**src/hw/rtl/atgc_pkg.sv**
```systemverilog
// Shared types and constants of the audio timestamp gap corrector.
// No dependencies; the engine, the core and the testbench refer to this package by scoped names.
package atgc_pkg;

  localparam int unsigned TimeW   = 63;
  localparam int unsigned LenW    = 24;
  localparam int unsigned RateW   = 19;
  localparam int unsigned FrameW  = 7;
  localparam int unsigned ThrW    = 27;
  localparam int unsigned ChunkW  = 21;
  localparam int unsigned CfgW    = 27;
  localparam int unsigned CarryW  = 12;

  // 100 ns ticks in one second
  localparam logic [23:0] TicksPerSec = 24'd10000000;
  localparam logic [RateW-1:0] MinRate = 19'd8000;
  // largest sub-frame remainder: period is at most 10^7 / 8000
  localparam logic signed [CarryW-1:0] MaxCarry = 12'sd1249;

  typedef enum logic [1:0] {
    CFG_SAMPLE_RATE,
    CFG_FRAME_BYTES,
    CFG_GAP_THRESHOLD,
    CFG_CHUNK_BYTES
  } cfg_idx_e;

  typedef enum logic [1:0] {
    KIND_PASS,
    KIND_SILENCE,
    KIND_TRIM,
    KIND_DROP
  } kind_e;

  typedef enum logic [3:0] {
    ST_IDLE,
    ST_PER,
    ST_LEN,
    ST_CHK,
    ST_CLASS,
    ST_CORR,
    ST_GAP,
    ST_SIL,
    ST_SILW,
    ST_PASS,
    ST_PASSW,
    ST_TRIM,
    ST_TRIM2,
    ST_TRIMW
  } state_e;

  typedef struct packed {
    logic [RateW-1:0]  sample_rate;
    logic [FrameW-1:0] frame_bytes;
    logic [ThrW-1:0]   gap_threshold;
    logic [ChunkW-1:0] chunk_bytes;
  } cfg_t;

  typedef struct packed {
    logic [TimeW-1:0] start_time;
    logic             time_valid;
    logic [LenW-1:0]  length_bytes;
  } item_t;

  typedef struct packed {
    kind_e            kind;
    logic [TimeW-1:0] out_start;
    logic [TimeW-1:0] out_stop;
    logic [LenW-1:0]  out_bytes;
    logic [LenW-1:0]  skip_bytes;
    logic             last;
  } result_t;

endpackage

```
**src/hw/rtl/atgc_fifo.sv**
```systemverilog
// Small register queue with push/full and pop/empty handshakes.
// Used for the input side, the result side of the gap corrector.
module atgc_fifo #(
  parameter int unsigned Width = 8,
  parameter int unsigned Depth = 2
) (
  input  logic             clk_i,
  input  logic             rst_ni,
  input  logic             push_i,
  input  logic [Width-1:0] data_i,
  output logic             full_o,
  input  logic             pop_i,
  output logic [Width-1:0] data_o,
  output logic             empty_o
);

  localparam int unsigned PtrW = (Depth > 1) ? $clog2(Depth) : 1;
  localparam int unsigned CntW = $clog2(Depth + 1);

  logic [Width-1:0] mem_q [Depth];
  logic [PtrW-1:0]  wr_ptr_q, wr_ptr_d, rd_ptr_q, rd_ptr_d;
  logic [CntW-1:0]  cnt_q, cnt_d;
  logic             do_push, do_pop;

  assign full_o  = (cnt_q == CntW'(Depth));
  assign empty_o = (cnt_q == '0);
  assign do_push = push_i & ~full_o;
  assign do_pop  = pop_i & ~empty_o;
  assign data_o  = mem_q[rd_ptr_q];

  // advance pointers and fill level
  always_comb begin
    wr_ptr_d = wr_ptr_q;
    rd_ptr_d = rd_ptr_q;
    cnt_d    = cnt_q;
    if (do_push) begin
      wr_ptr_d = (wr_ptr_q == PtrW'(Depth - 1)) ? '0 : wr_ptr_q + PtrW'(1);
    end
    if (do_pop) begin
      rd_ptr_d = (rd_ptr_q == PtrW'(Depth - 1)) ? '0 : rd_ptr_q + PtrW'(1);
    end
    if (do_push && !do_pop) begin
      cnt_d = cnt_q + CntW'(1);
    end else if (!do_push && do_pop) begin
      cnt_d = cnt_q - CntW'(1);
    end
  end

  always_ff @(posedge clk_i or negedge rst_ni) begin
    if (!rst_ni) begin
      wr_ptr_q <= '0;
      rd_ptr_q <= '0;
      cnt_q    <= '0;
    end else begin
      wr_ptr_q <= wr_ptr_d;
      rd_ptr_q <= rd_ptr_d;
      cnt_q    <= cnt_d;
    end
  end

  // store entries
  always_ff @(posedge clk_i) begin
    if (do_push) begin
      mem_q[wr_ptr_q] <= data_i;
    end
  end

endmodule

```
**src/hw/rtl/atgc_div.sv**
```systemverilog
// Radix-2 restoring divider, one quotient bit per cycle.
// Quotient and remainder hold after completion until the next start.
module atgc_div (
  input  logic        clk_i,
  input  logic        rst_ni,
  input  logic        start_i,
  input  logic [63:0] dividend_i,
  input  logic [18:0] divisor_i,
  output logic        busy_o,
  output logic [63:0] quotient_o,
  output logic [18:0] remainder_o
);

  logic        busy_q, busy_d;
  logic [5:0]  step_q, step_d;
  logic [63:0] dvd_q, dvd_d;
  logic [18:0] dsr_q, dsr_d;
  logic [18:0] rem_q, rem_d;
  logic [19:0] shifted;
  logic [20:0] diff;

  assign shifted     = {rem_q, dvd_q[63]};
  assign diff        = {1'b0, shifted} - {2'b00, dsr_q};
  assign busy_o      = busy_q;
  assign quotient_o  = dvd_q;
  assign remainder_o = rem_q;

  // shift in one dividend bit, subtract when it fits
  always_comb begin
    busy_d = busy_q;
    step_d = step_q;
    dvd_d  = dvd_q;
    dsr_d  = dsr_q;
    rem_d  = rem_q;
    if (start_i) begin
      busy_d = 1'b1;
      step_d = '0;
      dvd_d  = dividend_i;
      dsr_d  = divisor_i;
      rem_d  = '0;
    end else if (busy_q) begin
      if (!diff[20]) begin
        rem_d = diff[18:0];
      end else begin
        rem_d = shifted[18:0];
      end
      dvd_d  = {dvd_q[62:0], ~diff[20]};
      step_d = step_q + 6'd1;
      if (step_q == 6'd63) begin
        busy_d = 1'b0;
      end
    end
  end

  always_ff @(posedge clk_i or negedge rst_ni) begin
    if (!rst_ni) begin
      busy_q <= 1'b0;
      step_q <= '0;
    end else begin
      busy_q <= busy_d;
      step_q <= step_d;
    end
  end

  always_ff @(posedge clk_i) begin
    dvd_q <= dvd_d;
    dsr_q <= dsr_d;
    rem_q <= rem_d;
  end

endmodule

```
**src/hw/rtl/atgc_engine.sv**
```systemverilog
// Back end of the gap corrector: timeline state, gap test, silence and trim
// sequencing over one shared divider. Depends on atgc_pkg and atgc_div.
module atgc_engine #(
  parameter int unsigned MaxSilenceChunks = 63
) (
  input  logic              clk_i,
  input  logic              rst_ni,
  input  atgc_pkg::cfg_t    cfg_i,
  input  logic              in_empty_i,
  output logic              in_pop_o,
  input  atgc_pkg::item_t   in_item_i,
  input  logic              res_full_i,
  output logic              res_push_o,
  output atgc_pkg::result_t res_o
);

  localparam int unsigned CntW = $clog2(MaxSilenceChunks + 1);

  atgc_pkg::state_e state_q, state_d;
  atgc_pkg::item_t  item_q, item_d;
  logic [63:0]      exp_q, exp_d;
  logic signed [atgc_pkg::CarryW-1:0] carry_q, carry_d;
  logic             started_q, started_d;
  logic [10:0]      period_q, period_d;
  logic [23:0]      lenf_q, lenf_d;
  logic [20:0]      chunkf_q, chunkf_d;
  logic [63:0]      gap_q, gap_d;
  logic [31:0]      frl_q, frl_d;
  logic [20:0]      nf_q, nf_d;
  logic [CntW-1:0]  cnt_q, cnt_d;
  logic [38:0]      gb_q, gb_d;
  logic [63:0]      nstart_q, nstart_d;

  logic        div_start, div_busy;
  logic [63:0] div_dvd, div_quo;
  logic [18:0] div_dsr, div_rem;

  logic [18:0] rate_eff;
  logic [6:0]  fb_eff;
  logic [20:0] chunk_eff;
  logic [63:0] start_sx, exp_base, gap_raw, mag_raw, mag_corr, carry_sx, nstop;
  logic [20:0] nf_next;
  logic [23:0] mul_a;
  logic [47:0] mul_prod;
  logic [27:0] sil_prod;
  logic [38:0] gb_prod;
  logic [10:0] rem11;

  // effective configuration
  assign rate_eff  = (cfg_i.sample_rate < atgc_pkg::MinRate) ? atgc_pkg::MinRate
                                                              : cfg_i.sample_rate;
  assign fb_eff    = (cfg_i.frame_bytes == '0) ? 7'd1 : cfg_i.frame_bytes;
  assign chunk_eff = (cfg_i.chunk_bytes < 21'(fb_eff)) ? 21'(fb_eff) : cfg_i.chunk_bytes;

  // timeline arithmetic
  assign start_sx = {item_q.start_time[62], item_q.start_time};
  assign exp_base = started_q ? exp_q : start_sx;
  assign gap_raw  = start_sx - exp_base;
  assign mag_raw  = gap_raw[63] ? (64'd0 - gap_raw) : gap_raw;
  assign carry_sx = 64'(signed'(carry_q));
  assign mag_corr = gap_q[63] ? (64'd0 - gap_q) : gap_q;
  assign nf_next  = (32'(chunkf_q) < frl_q) ? chunkf_q : frl_q[20:0];
  assign sil_prod = 28'(nf_q) * 28'(fb_eff);
  assign gb_prod  = 39'(frl_q) * 39'(fb_eff);
  assign nstop    = nstart_q + div_quo;
  assign rem11    = div_rem[10:0];

  // frame count fed to the duration divide
  always_comb begin
    unique case (state_q)
      atgc_pkg::ST_SIL:   mul_a = 24'(nf_next);
      atgc_pkg::ST_TRIM2: mul_a = lenf_q - frl_q[23:0];
      default:            mul_a = lenf_q;
    endcase
  end
  assign mul_prod = 48'(mul_a) * 48'(atgc_pkg::TicksPerSec);

  atgc_div u_div (
    .clk_i       (clk_i),
    .rst_ni      (rst_ni),
    .start_i     (div_start),
    .dividend_i  (div_dvd),
    .divisor_i   (div_dsr),
    .busy_o      (div_busy),
    .quotient_o  (div_quo),
    .remainder_o (div_rem)
  );

  // sequencer
  always_comb begin
    state_d   = state_q;
    item_d    = item_q;
    exp_d     = exp_q;
    carry_d   = carry_q;
    started_d = started_q;
    period_d  = period_q;
    lenf_d    = lenf_q;
    chunkf_d  = chunkf_q;
    gap_d     = gap_q;
    frl_d     = frl_q;
    nf_d      = nf_q;
    cnt_d     = cnt_q;
    gb_d      = gb_q;
    nstart_d  = nstart_q;
    div_start = 1'b0;
    div_dvd   = 64'(mul_prod);
    div_dsr   = rate_eff;
    in_pop_o  = 1'b0;
    res_push_o = 1'b0;
    res_o     = '0;
    unique case (state_q)
      atgc_pkg::ST_IDLE: begin
        if (!in_empty_i) begin
          in_pop_o  = 1'b1;
          item_d    = in_item_i;
          div_start = 1'b1;
          div_dvd   = 64'(atgc_pkg::TicksPerSec);
          state_d   = atgc_pkg::ST_PER;
        end
      end
      atgc_pkg::ST_PER: begin
        if (!div_busy) begin
          period_d  = div_quo[10:0];
          div_start = 1'b1;
          div_dvd   = 64'(item_q.length_bytes);
          div_dsr   = 19'(fb_eff);
          state_d   = atgc_pkg::ST_LEN;
        end
      end
      atgc_pkg::ST_LEN: begin
        if (!div_busy) begin
          lenf_d    = div_quo[23:0];
          div_start = 1'b1;
          div_dvd   = 64'(chunk_eff);
          div_dsr   = 19'(fb_eff);
          state_d   = atgc_pkg::ST_CHK;
        end
      end
      atgc_pkg::ST_CHK: begin
        if (!div_busy) begin
          chunkf_d = div_quo[20:0];
          state_d  = atgc_pkg::ST_CLASS;
        end
      end
      atgc_pkg::ST_CLASS: begin
        // first stamped packet anchors the timeline
        if (item_q.time_valid && !started_q) begin
          exp_d = start_sx;
        end
        gap_d = gap_raw + carry_sx;
        if (item_q.time_valid && started_q &&
            (mag_raw > 64'(cfg_i.gap_threshold))) begin
          state_d = atgc_pkg::ST_CORR;
        end else begin
          state_d = atgc_pkg::ST_PASS;
        end
      end
      atgc_pkg::ST_CORR: begin
        div_start = 1'b1;
        div_dvd   = mag_corr;
        div_dsr   = 19'(period_q);
        state_d   = atgc_pkg::ST_GAP;
      end
      atgc_pkg::ST_GAP: begin
        if (!div_busy) begin
          carry_d = gap_q[63] ? -$signed({1'b0, rem11}) : $signed({1'b0, rem11});
          frl_d   = (|div_quo[63:32]) ? '1 : div_quo[31:0];
          cnt_d   = '0;
          if (!gap_q[63] && (gap_q != '0)) begin
            state_d = atgc_pkg::ST_SIL;
          end else begin
            state_d = atgc_pkg::ST_TRIM;
          end
        end
      end
      atgc_pkg::ST_SIL: begin
        // stop on exhausted silence or at the chunk cap
        if ((frl_q == '0) || (cnt_q == CntW'(MaxSilenceChunks))) begin
          state_d = atgc_pkg::ST_PASS;
        end else begin
          nf_d      = nf_next;
          div_start = 1'b1;
          state_d   = atgc_pkg::ST_SILW;
        end
      end
      atgc_pkg::ST_SILW: begin
        if (!div_busy && !res_full_i) begin
          res_push_o       = 1'b1;
          res_o.kind       = atgc_pkg::KIND_SILENCE;
          res_o.out_start  = exp_q[62:0];
          res_o.out_bytes  = sil_prod[23:0];
          exp_d            = exp_q + div_quo;
          frl_d            = frl_q - 32'(nf_q);
          cnt_d            = cnt_q + CntW'(1);
          state_d          = atgc_pkg::ST_SIL;
        end
      end
      atgc_pkg::ST_PASS: begin
        div_start = 1'b1;
        state_d   = atgc_pkg::ST_PASSW;
      end
      atgc_pkg::ST_PASSW: begin
        if (!div_busy && !res_full_i) begin
          res_push_o      = 1'b1;
          res_o.kind      = atgc_pkg::KIND_PASS;
          res_o.out_start = item_q.start_time;
          res_o.out_bytes = item_q.length_bytes;
          res_o.last      = 1'b1;
          exp_d           = exp_q + div_quo;
          started_d       = 1'b1;
          state_d         = atgc_pkg::ST_IDLE;
        end
      end
      atgc_pkg::ST_TRIM: begin
        gb_d    = gb_prod;
        state_d = atgc_pkg::ST_TRIM2;
      end
      atgc_pkg::ST_TRIM2: begin
        if (gb_q >= 39'(item_q.length_bytes)) begin
          // trim covers the whole packet: drop it
          if (!res_full_i) begin
            res_push_o       = 1'b1;
            res_o.kind       = atgc_pkg::KIND_DROP;
            res_o.out_start  = item_q.start_time;
            res_o.skip_bytes = item_q.length_bytes;
            res_o.last       = 1'b1;
            state_d          = atgc_pkg::ST_IDLE;
          end
        end else begin
          nstart_d  = start_sx - gap_q;
          div_start = 1'b1;
          state_d   = atgc_pkg::ST_TRIMW;
        end
      end
      atgc_pkg::ST_TRIMW: begin
        if (!div_busy && !res_full_i) begin
          res_push_o       = 1'b1;
          res_o.kind       = atgc_pkg::KIND_TRIM;
          res_o.out_start  = nstart_q[62:0];
          res_o.out_stop   = nstop[62:0];
          res_o.out_bytes  = item_q.length_bytes - gb_q[23:0];
          res_o.skip_bytes = gb_q[23:0];
          res_o.last       = 1'b1;
          exp_d            = nstop;
          started_d        = 1'b1;
          state_d          = atgc_pkg::ST_IDLE;
        end
      end
      default: begin
        state_d = atgc_pkg::ST_IDLE;
      end
    endcase
  end

  always_ff @(posedge clk_i or negedge rst_ni) begin
    if (!rst_ni) begin
      state_q   <= atgc_pkg::ST_IDLE;
      exp_q     <= '0;
      carry_q   <= '0;
      started_q <= 1'b0;
    end else begin
      state_q   <= state_d;
      exp_q     <= exp_d;
      carry_q   <= carry_d;
      started_q <= started_d;
    end
  end

  always_ff @(posedge clk_i) begin
    item_q   <= item_d;
    period_q <= period_d;
    lenf_q   <= lenf_d;
    chunkf_q <= chunkf_d;
    gap_q    <= gap_d;
    frl_q    <= frl_d;
    nf_q     <= nf_d;
    cnt_q    <= cnt_d;
    gb_q     <= gb_d;
    nstart_q <= nstart_d;
  end

  a_push_has_room: assert property (@(posedge clk_i) disable iff (!rst_ni)
    res_push_o |-> !res_full_i)
    else $error("result pushed into a full queue");

  a_div_not_restarted: assert property (@(posedge clk_i) disable iff (!rst_ni)
    div_start |-> !div_busy)
    else $error("divider restarted while busy");

  a_idle_div_quiet: assert property (@(posedge clk_i) disable iff (!rst_ni)
    (state_q == atgc_pkg::ST_IDLE) |-> !div_busy)
    else $error("divider busy while idle");

  a_carry_bounded: assert property (@(posedge clk_i) disable iff (!rst_ni)
    (carry_q <= atgc_pkg::MaxCarry) && (carry_q >= -atgc_pkg::MaxCarry))
    else $error("carry error exceeds one frame period");

  a_pop_when_idle: assert property (@(posedge clk_i) disable iff (!rst_ni)
    in_pop_o |=> (state_q == atgc_pkg::ST_PER) && div_busy)
    else $error("item taken without starting the period divide");

endmodule

```
**src/hw/rtl/audio_timestamp_gap_corrector_core.sv**
```systemverilog
// Work per packet: four 64-step divides (period, packet frames, chunk frames, duration) on the
// shared 1-bit/cycle divider from input transfer to a pass result.
// A corrected gap adds one divide and each silence chunk one more; a trim does its own
// duration divide in place of the pass one, and a drop does none.
// The engine takes packets one at a time; two-entry queues on both sides.
// Reset: config to 48000 Hz, 4-byte frames, 50000 threshold, 65536-byte chunks;
// timeline, carry and queues clear at once, no clearing pass.
module audio_timestamp_gap_corrector_core #(
  parameter int unsigned MAX_SILENCE_CHUNKS = 63
) (
  input  logic               clk_i,
  input  logic               rst_ni,
  input  logic               cfg_we_i,
  input  logic [1:0]         cfg_idx_i,
  input  logic [26:0]        cfg_wdata_i,
  input  logic               push,
  output logic               full,
  input  logic signed [62:0] start_time_i,
  input  logic               time_valid_i,
  input  logic [23:0]        length_bytes_i,
  output logic               empty,
  input  logic               pop,
  output logic [1:0]         kind_o,
  output logic signed [62:0] out_start_o,
  output logic signed [62:0] out_stop_o,
  output logic [23:0]        out_bytes_o,
  output logic [23:0]        skip_bytes_o,
  output logic               last_o
);

  atgc_pkg::cfg_t    cfg_q;
  atgc_pkg::item_t   in_item, eng_item;
  atgc_pkg::result_t eng_res, out_res;
  logic              in_empty, in_pop, res_full, res_push;

  // configuration registers
  always_ff @(posedge clk_i or negedge rst_ni) begin
    if (!rst_ni) begin
      cfg_q.sample_rate   <= 19'd48000;
      cfg_q.frame_bytes   <= 7'd4;
      cfg_q.gap_threshold <= 27'd50000;
      cfg_q.chunk_bytes   <= 21'd65536;
    end else if (cfg_we_i) begin
      unique case (atgc_pkg::cfg_idx_e'(cfg_idx_i))
        atgc_pkg::CFG_SAMPLE_RATE:   cfg_q.sample_rate   <= cfg_wdata_i[18:0];
        atgc_pkg::CFG_FRAME_BYTES:   cfg_q.frame_bytes   <= cfg_wdata_i[6:0];
        atgc_pkg::CFG_GAP_THRESHOLD: cfg_q.gap_threshold <= cfg_wdata_i;
        atgc_pkg::CFG_CHUNK_BYTES:   cfg_q.chunk_bytes   <= cfg_wdata_i[20:0];
        default: ;
      endcase
    end
  end

  // front: take packet headers into the queue
  assign in_item.start_time   = start_time_i;
  assign in_item.time_valid   = time_valid_i;
  assign in_item.length_bytes = length_bytes_i;

  atgc_fifo #(
    .Width ($bits(atgc_pkg::item_t)),
    .Depth (2)
  ) u_in_fifo (
    .clk_i   (clk_i),
    .rst_ni  (rst_ni),
    .push_i  (push),
    .data_i  (in_item),
    .full_o  (full),
    .pop_i   (in_pop),
    .data_o  (eng_item),
    .empty_o (in_empty)
  );

  atgc_engine #(
    .MaxSilenceChunks (MAX_SILENCE_CHUNKS)
  ) u_engine (
    .clk_i      (clk_i),
    .rst_ni     (rst_ni),
    .cfg_i      (cfg_q),
    .in_empty_i (in_empty),
    .in_pop_o   (in_pop),
    .in_item_i  (eng_item),
    .res_full_i (res_full),
    .res_push_o (res_push),
    .res_o      (eng_res)
  );

  // results wait here until transferred
  atgc_fifo #(
    .Width ($bits(atgc_pkg::result_t)),
    .Depth (2)
  ) u_out_fifo (
    .clk_i   (clk_i),
    .rst_ni  (rst_ni),
    .push_i  (res_push),
    .data_i  (eng_res),
    .full_o  (res_full),
    .pop_i   (pop),
    .data_o  (out_res),
    .empty_o (empty)
  );

  assign kind_o       = out_res.kind;
  assign out_start_o  = out_res.out_start;
  assign out_stop_o   = out_res.out_stop;
  assign out_bytes_o  = out_res.out_bytes;
  assign skip_bytes_o = out_res.skip_bytes;
  assign last_o       = out_res.last;

endmodule

```
**config.mk**
```make
export PLATFORM = sky130hd
export DESIGN_NAME = audio_timestamp_gap_corrector_core
export DESIGN_NICKNAME = d
export VERILOG_FILES = /design/src/hw/rtl/atgc_pkg.sv /design/src/hw/rtl/atgc_fifo.sv /design/src/hw/rtl/atgc_div.sv /design/src/hw/rtl/atgc_engine.sv /design/src/hw/rtl/audio_timestamp_gap_corrector_core.sv
export SDC_FILE = /design/constraint.sdc
export NUM_CORES = 2
export LEC_CHECK = 0
export ABC_AREA = 1
export BUFFER_PORTS_ARGS = -buffer_cell sky130_fd_sc_hd__buf_2
export CORE_ASPECT_RATIO = 2
export CORE_UTILIZATION = 42
export CTS_CLUSTER_DIAMETER = 30
export DETAILED_ROUTE_END_ITERATION = 8
export MAX_ROUTING_LAYER = met4
export PLACE_DENSITY = 0.67
export SETUP_SLACK_MARGIN = 0.2
export SYNTH_ARGS = -nofsm -noshare
export SYNTH_HDL_FRONTEND = slang
export SYNTH_SLANG_ARGS = --single-unit
```
**constraint.sdc**
```tcl
create_clock -name clk_i -period 14.4 [get_ports clk_i]
set_input_delay 0.72 -clock clk_i [delete_from_list [all_inputs] [get_ports clk_i]]
set_output_delay 0.72 -clock clk_i [all_outputs]
set_load 0.05 [all_outputs]
```
Word-level counts from Yosys, hierarchy flattened
Memory sizes are Yosys's and may differ from the RTL's. A register that Yosys moved wholly into a read port is not among the register bits.
Cells that the tools add are included.
{"block": "word_totals", "register_bits": 554, "mem_bits_rw": 530, "inputBits": 122, "out_inout_bits": 179, "wordCells": 237, "n_memories": 2}
{"name": "u_out_fifo.mem_q", "words": 2, "width": 177, "read_ports": 1, "rd_clocked_by_memory_dff": 0, "write_ports": 1, "line": "atgc_fifo.sv:20", "source": "logic [Width-1:0] mem_q [Depth];"}
{"name": "u_in_fifo.mem_q", "words": 2, "width": 88, "read_ports": 1, "rd_clocked_by_memory_dff": 1, "write_ports": 1, "line": "atgc_fifo.sv:20"}
{"block": "classes", "addsub": 22, "multipliers": 3, "order_cmp": 5, "eq_ne": 31, "n_mux": 83, "bitwise_logic": 12, "n_reduce_logical": 51}
{"operator": "$mux 64", "count": 9}
{"operator": "$pmux 65 s4", "count": 1}
{"operator": "$pmux 64 s4", "count": 1}
{"operator": "$add 64x64->64", "count": 3}
{"operator": "$pmux 64 s3", "count": 1}
{"operator": "$mux 177", "count": 1}
{"operator": "$mux 48", "count": 3}
{"operator": "$mux 65", "count": 2}
{"operator": "$sub 1x64->64 const A", "count": 2}
{"operator": "$sub 64x64->64", "count": 2}
{"operator": "$mux 63", "count": 2}
{"operator": "$mux 32", "count": 3}
{"operator": "$pmux 24 s2", "count": 2}
{"operator": "$pmux 24 s3", "count": 1}
{"operator": "$gt 64x27->1", "count": 1}
{"operator": "$pmux 32 s2", "count": 1}
{"operator": "$reduce_bool 64->1", "count": 1}
{"operator": "$mux 19", "count": 3}
{"operator": "$pmux 4 s13", "count": 1}
{"operator": "$mux 25", "count": 2}
{"operator": "$mux 24", "count": 2}
{"operator": "$sub 24x24->24", "count": 2}
{"operator": "$mux 4", "count": 11}
{"operator": "$mux 21", "count": 2}
{"operator": "other kinds (52)", "count": 148}

Logic depth before layout (Yosys ltp)
{"block": "depth", "word_depth": 10, "mapped_depth": 51, "mapped_depth_nobuf": 47}

Modules after synthesis
Synthesis repeated with hierarchy kept, for this count alone.
{"block": "unflattened", "cells_unflattened": 12641, "hier_area_um2": 97905.1}
{"mod": "atgc_engine", "n_inst": 1, "cells_per_inst": 10133, "area_each_um2": 69245.2, "seq_area_each_um2": 13137.6}
{"mod": "atgc_fifo at u_out_fifo", "n_inst": 1, "cells_per_inst": 956, "area_each_um2": 13146.4, "seq_area_each_um2": 10730.3}
{"mod": "atgc_fifo at u_in_fifo", "n_inst": 1, "cells_per_inst": 491, "area_each_um2": 6622.6, "seq_area_each_um2": 5385.2}
{"mod": "atgc_div", "n_inst": 1, "cells_per_inst": 731, "area_each_um2": 5848.1, "seq_area_each_um2": 3047.9}
{"mod": "audio_timestamp_gap_corrector_core", "n_inst": 1, "cells_per_inst": 330, "area_each_um2": 3042.9, "seq_area_each_um2": 1870.5}

Least setup slack after synthesis
No wires, ideal clock.
{"block": "synth_timing", "path_type": "register to register", "startpoint": "register u_engine.item_q[4] in the netlist's numbering", "endpoint": "memory u_out_fifo.mem_q[1][0] in the netlist's numbering (enable)", "setup_ns": 0.718, "arrival_ns": 9.779, "required_ns": 13.682, "setup_slack_ns": 3.903, "stages_incl_launch_ff": 19, "path_buffers": 2, "synth_period_minus_slack_ns": 10.497, "cell_sequence": "edfxtp_1 -> ha_1 -> clkbuf_1 -> a21oi_1 -> o21ai_0 -> a21oi_1 -> nor3_1 -> o21ai_1 -> o211ai_1 -> nand4_1 -> o211ai_1 -> nand2_1 -> a21o_1 -> nand2_1 -> nand3b_1 -> clkbuf_1 -> o21ai_0 -> inv_1 -> nor2_1"}
{"block": "synth_between", "elab_chain_cells": 6}
{"item": "start: declaration", "line": "atgc_engine.sv:20", "source": "atgc_pkg::item_t item_q, item_d;"}
{"item": "start signal: assignment", "line": "atgc_engine.sv:270", "source": "item_q <= item_d;"}
{"item": "$ge 39x24->1", "line": "atgc_engine.sv:219", "source": "if (gb_q >= 39'(item_q.length_bytes)) begin"}
{"item": "$mux 1", "line": "atgc_engine.sv:219"}
{"item": "$pmux 1 s2", "line": "atgc_engine.sv:111", "source": "unique case (state_q)"}
{"item": "$and 1x1->1", "line": "atgc_fifo.sv:27", "source": "assign do_push = push_i & ~full_o;"}
{"item": "via u_out_fifo.do_push", "line": "atgc_fifo.sv:23", "source": "logic do_push, do_pop;"}
{"item": "$mux 1", "line": "atgc_fifo.sv:63", "source": "if (do_push) begin"}
{"item": "$mux 1 (not written as such)", "line": "atgc_fifo.sv:64", "source": "mem_q[wr_ptr_q] <= data_i;"}
{"item": "end: declaration", "line": "atgc_fifo.sv:20"}
The timed path passes the listed nets, and every way through them passes these cells.

Worst setup path after layout
{"block": "layout_timing", "startpoint": "register u_engine.frl_q[1]", "endpoint": "register u_engine.u_div.dvd_q[35], in the netlist u_engine.u_div.quotient_o[35], data pin"}
{"block": "layout_between", "elab_chain_cells": 7, "elab_cells_between_ends": 14, "classes_between": "add/sub: 1; mul: 1; order compare: 1; mux: 9; reduce/logical: 2"}
{"item": "start: declaration", "line": "atgc_engine.sv:28", "source": "logic [31:0] frl_q, frl_d;"}
{"item": "start signal: assignment", "line": "atgc_engine.sv:275", "source": "frl_q <= frl_d;"}
{"item": "$lt 21x32->1 *", "line": "atgc_engine.sv:62", "source": "assign nf_next = (32'(chunkf_q) < frl_q) ? chunkf_q : frl_q[20:0];"}
{"item": "$mux 21 *", "line": "atgc_engine.sv:62"}
{"item": "via u_engine.nf_next[5]", "line": "atgc_engine.sv:42", "source": "logic [20:0] nf_next;"}
{"item": "$pmux 24 s2 *", "line": "atgc_engine.sv:70", "source": "unique case (state_q)"}
{"item": "$mul 24x17->41 *", "line": "atgc_engine.sv:76", "source": "assign mul_prod = 48'(mul_a) * 48'(atgc_pkg::TicksPerSec);"}
{"item": "$mux 48 (on tied branches)", "line": "atgc_engine.sv:131, atgc_engine.sv:113, atgc_engine.sv:122"}
{"item": "$pmux 64 s4 *", "line": "atgc_engine.sv:111"}
{"item": "$mux 64 *", "line": "atgc_div.sv:35", "source": "if (start_i) begin"}
{"item": "via u_engine.u_div.dvd_d[35]", "line": "atgc_div.sv:16", "source": "logic [63:0] dvd_q, dvd_d;"}
{"item": "end signal: assignment", "line": "atgc_div.sv:66", "source": "dvd_q <= dvd_d;"}
{"item": "end: declaration", "line": "atgc_div.sv:16"}
Mark *: on every way through the listed nets, which the timed path passes. The rest lies on a longest branch.
A chain may end at the register's enable or synchronous reset.

==> results.md <==
* DR vias/cell at 5.78
* Post-DR wirelength/cell at 30.9 um
* Gr usage total at 43.4%
* Starting Density at 42.3%
* Mapped Nets at 13,396
* Sink Count at 1,172
* Hold crit path type: in2reg
* Syn Inst Count at 12,135
* Initial antenna violation count at 44
* Area growth, synth to finish at 13.5%
* CP Launch Point: u_engine.frl_q[1]$_DFFE_PP_
* Kind of critical path: reg2reg
* Power Density at 145 nW/um2
* Max_cap viols at 2
* Count leader, synth: nand2_1
* Largest net degree at the start of global routing at 163
* Arrival @ worst endpoint at 11.04 ns
* Cell Int Power at 8.77 mW
* Slew HR at -2.07%
* Buf/Inv on CP at 4
* Status: complete, but fails checks
* Hold slack final at 0.0118 ns
* Sw Ratio at 44.2%
* H-tree Lvls at 4
* Max-slew violations at 1
* Min cycle time layout at 10.46 ns
* Top achievable clock speed at 95.6 MHz
* Min-Delay Path Depth at 1
* Seq/Total Area, Yosys at 35.7%
* Worst r2r src: u_engine.frl_q[1]$_DFFE_PP_
* Area contributors post-synth: edfxtp_1 31%, nand2_1 13%, ha_1 10%
* Post-detail-place hpwl at 391,000 um
* Worst-skew pair later-pin latency at 0.99 ns
* Combinational power share at 39.5%
* Setup TNS at 0 ns
* CTS tree: built
* Crit-path leading delay family: compound AO/OA/AOI/OAI gates
* Final hold viol count at 0
* Synth top area share at 30.8%
* Total grt overflow at 0
* Fraction of layout cells with a size suffix above 1 at 8.18%
* RSZ-0062 raised after global routing: false
* Buffers on Ports at 300
* Vias at 90,806
* Seq pwr share at 28.8%
* Fin crit share at 72.6%
* Worst Reg-to-Reg Cells at 36
* Vias in the first global route at 91,694
* GPL Wtd Cong at 1.09
* Peak supply drop at 0.000155 V
* CP Capture Type: flop
* Primary FF master, synth: edfxtp_1
* I/O pin cnt at 301
* Hold Startpoint: start_time_i[57]
* Crit path max fanout at 42
* First-pass GRT wire length at 685,000 um
* Slew @ Worst Pin at 1.49 ns
* Core Footprint at 226,000 um2
* DR pass1 iterations at 7
* FF-to-FF setup slack at 3.94 ns
* Total CTS buffers at 203
* Post-CTS Setup Repair Bufs at 0
* CP dominant cell by count: o21ai_0
* Synth cell types at 77
* Site row count at 247
* CTS max path bufs at 4
* EDFF count, synth at 983
* FFs w/ async S/R, synth at 14.5%
* Net Sw Power at 6.96 mW
* Reg clk slew, reported paths at 0.06 ns
* Pleak at 51.3 nW
* Final WL at 486,000 um
* DRC violations left at 0
* Syn avg cell area at 7.89 um2
* CP Launch Type: flop
* Die W at 340 um
* Fin Clk Skew at 0.180 ns
* # nets final at 13,790
* Yosys warns at 0
* Final setup fails at 0
* CTS root buf: clkbuf_16
* Mapped Area at 95,700 um2
* Levels on crit path at 36
* Most common library cells after synthesis: 3,241 x nand2_1, 1,923 x inv_1, 983 x edfxtp_1
* Leading area contributor after synthesis: edfxtp_1
* Failing checks: max-capacitance violations, max-slew violations
* Number of synthesized register bits at 1,172
* Part of the power in the clock network at 31.7%
* Max stage delay on crit path at 0.84 ns
* Starting DRT DRC Count at 7,632
* CP max-delay cell: a31oi_1
* Die area at 230,000 um2
* Worst endpoint required time at 14.98 ns
* Die height at 677 um
* Antenna viol nets, final at 0
## worst reg2reg max path, delay by kind of cell (launching register included)
kind | cells | cell delay [ns]
and+or+nand+nor | 4 | 0.42
adders and majority gates | 8 | 3.24
AOI/OAI and AO/OA | 19 | 4.93
DFF | 1 | 0.54
buffers and inverters | 4 | 0.74
xor gates and xnor gates | 1 | 0.21
## routing by layer
metal  up-vias  part of all wire (%)  global-route usage (%)
met3      2583                   6.2                    9.11
met5         -                     0                       -
met1     42966                    29                    36.2
li1      40943                     -                       -
met4         0                    16                    51.9
met2      4314                    50                    73.7
## path summary, 6_finish.rpt
kind                                                               endpoint
worst max-delay path                u_engine.u_div.quotient_o[35]$_DFFE_PP_
worst min-delay path                       u_in_fifo.mem_q[0][82]$_DFFE_PP_
worst max register to register      u_engine.u_div.quotient_o[35]$_DFFE_PP_
worst min register to register  u_engine.u_div.remainder_o[18]$_SDFFE_PP0P_
max in group asynchronous                    u_in_fifo.rd_ptr_q$_DFFE_PN0P_
min in group asynchronous                             cfg_q[42]$_DFFE_PN0P_
## metrics by stage
step	std cells	utilization, %	power [mW]	area [um2]	setup WS, ns
floorplan	12135	-	8.08	95700	3.90
global placement	15262	44.7	10.5	101000	4.14
detailed placement	15262	44.7	10.5	101000	4.19
CTS	15673	48.0	15.5	108000	4.02
global route	15706	48.0	16.2	109000	3.54
finish	15716	48.0	15.7	109000	3.94
## sequential cells by signal, summed over array words and instances, names as in the netlist, 12 cells and up
signal and count:
u_engine.nstart_q 64, u_engine.exp_q 64, u_engine.frl_q 32, u_engine.item_q 88
u_engine.u_div.remainder_o 19, u_in_fifo.mem_q 176, u_engine.u_div.dsr_q 19, cfg_q 74
u_engine.gap_q 64, u_out_fifo.mem_q 354, u_engine.chunkf_q 21, u_engine.gb_q 39
u_engine.u_div.quotient_o 64, u_engine.nf_q 21, u_engine.carry_q 12, u_engine.lenf_q 24
## what timing repair did
item                                    4_1_cts  5_1_grt
gates resized for setup                       0        0
endpoints found under the setup margin        0        0
hold buffers                                 44        0
hold endpoints to repair                    162        0
## cell families after synthesis
family                   after synthesis  share of synthesized area [%]
AND/OR/NAND/NOR                     4981                           21.3
buffers and inverters               2256                           8.86
AO/OA/AOI/OAI                       2234                           13.1
flip-flops                          1172                           35.7
adder cells (fa/ha/maj)             1139                           17.7
XOR/XNOR                             320                           2.93
multiplexers                          33                          0.345
## cells in the final DEF (no fill, tap or decap), types with 142 or more instances in the layout
cell type,Yosys,routed
clkbuf_16,0,205
edfxtp_1,983,983
nand3_1,444,443
fa_1,363,363
inv_1,1923,1921
a31oi_1,164,164
dfrtp_1,155,146
buf_2,7,299
xor2_1,225,225
ha_1,776,776
buf_4,1,142
nand2_1,3241,3239
o21ai_0,697,688
a21oi_1,924,923
nor2_1,879,861
## power by group through the flow
stage	combinational, mW	sequential (mW)	clock [mW]
after floorplan	3.84	4.24	0
after global placement	5.93	4.55	0
after detailed placement	5.94	4.55	0
after CTS	5.98	4.49	5.01
after global routing	6.56	4.51	5.15
final	6.21	4.53	4.99
## final cells by class
cell class              instances  area (um2)
diodes                         37        92.6
clock buffers                 223        5240
clock inverters               144        1740
fillers                     22769      118000
inverters                    1955        7350
multi-input cells            8707       53200
flip-flops and latches       1172       34200
well taps                    2988        3740
repair buffers                490        3080
(Power assumes the default switching activity.)
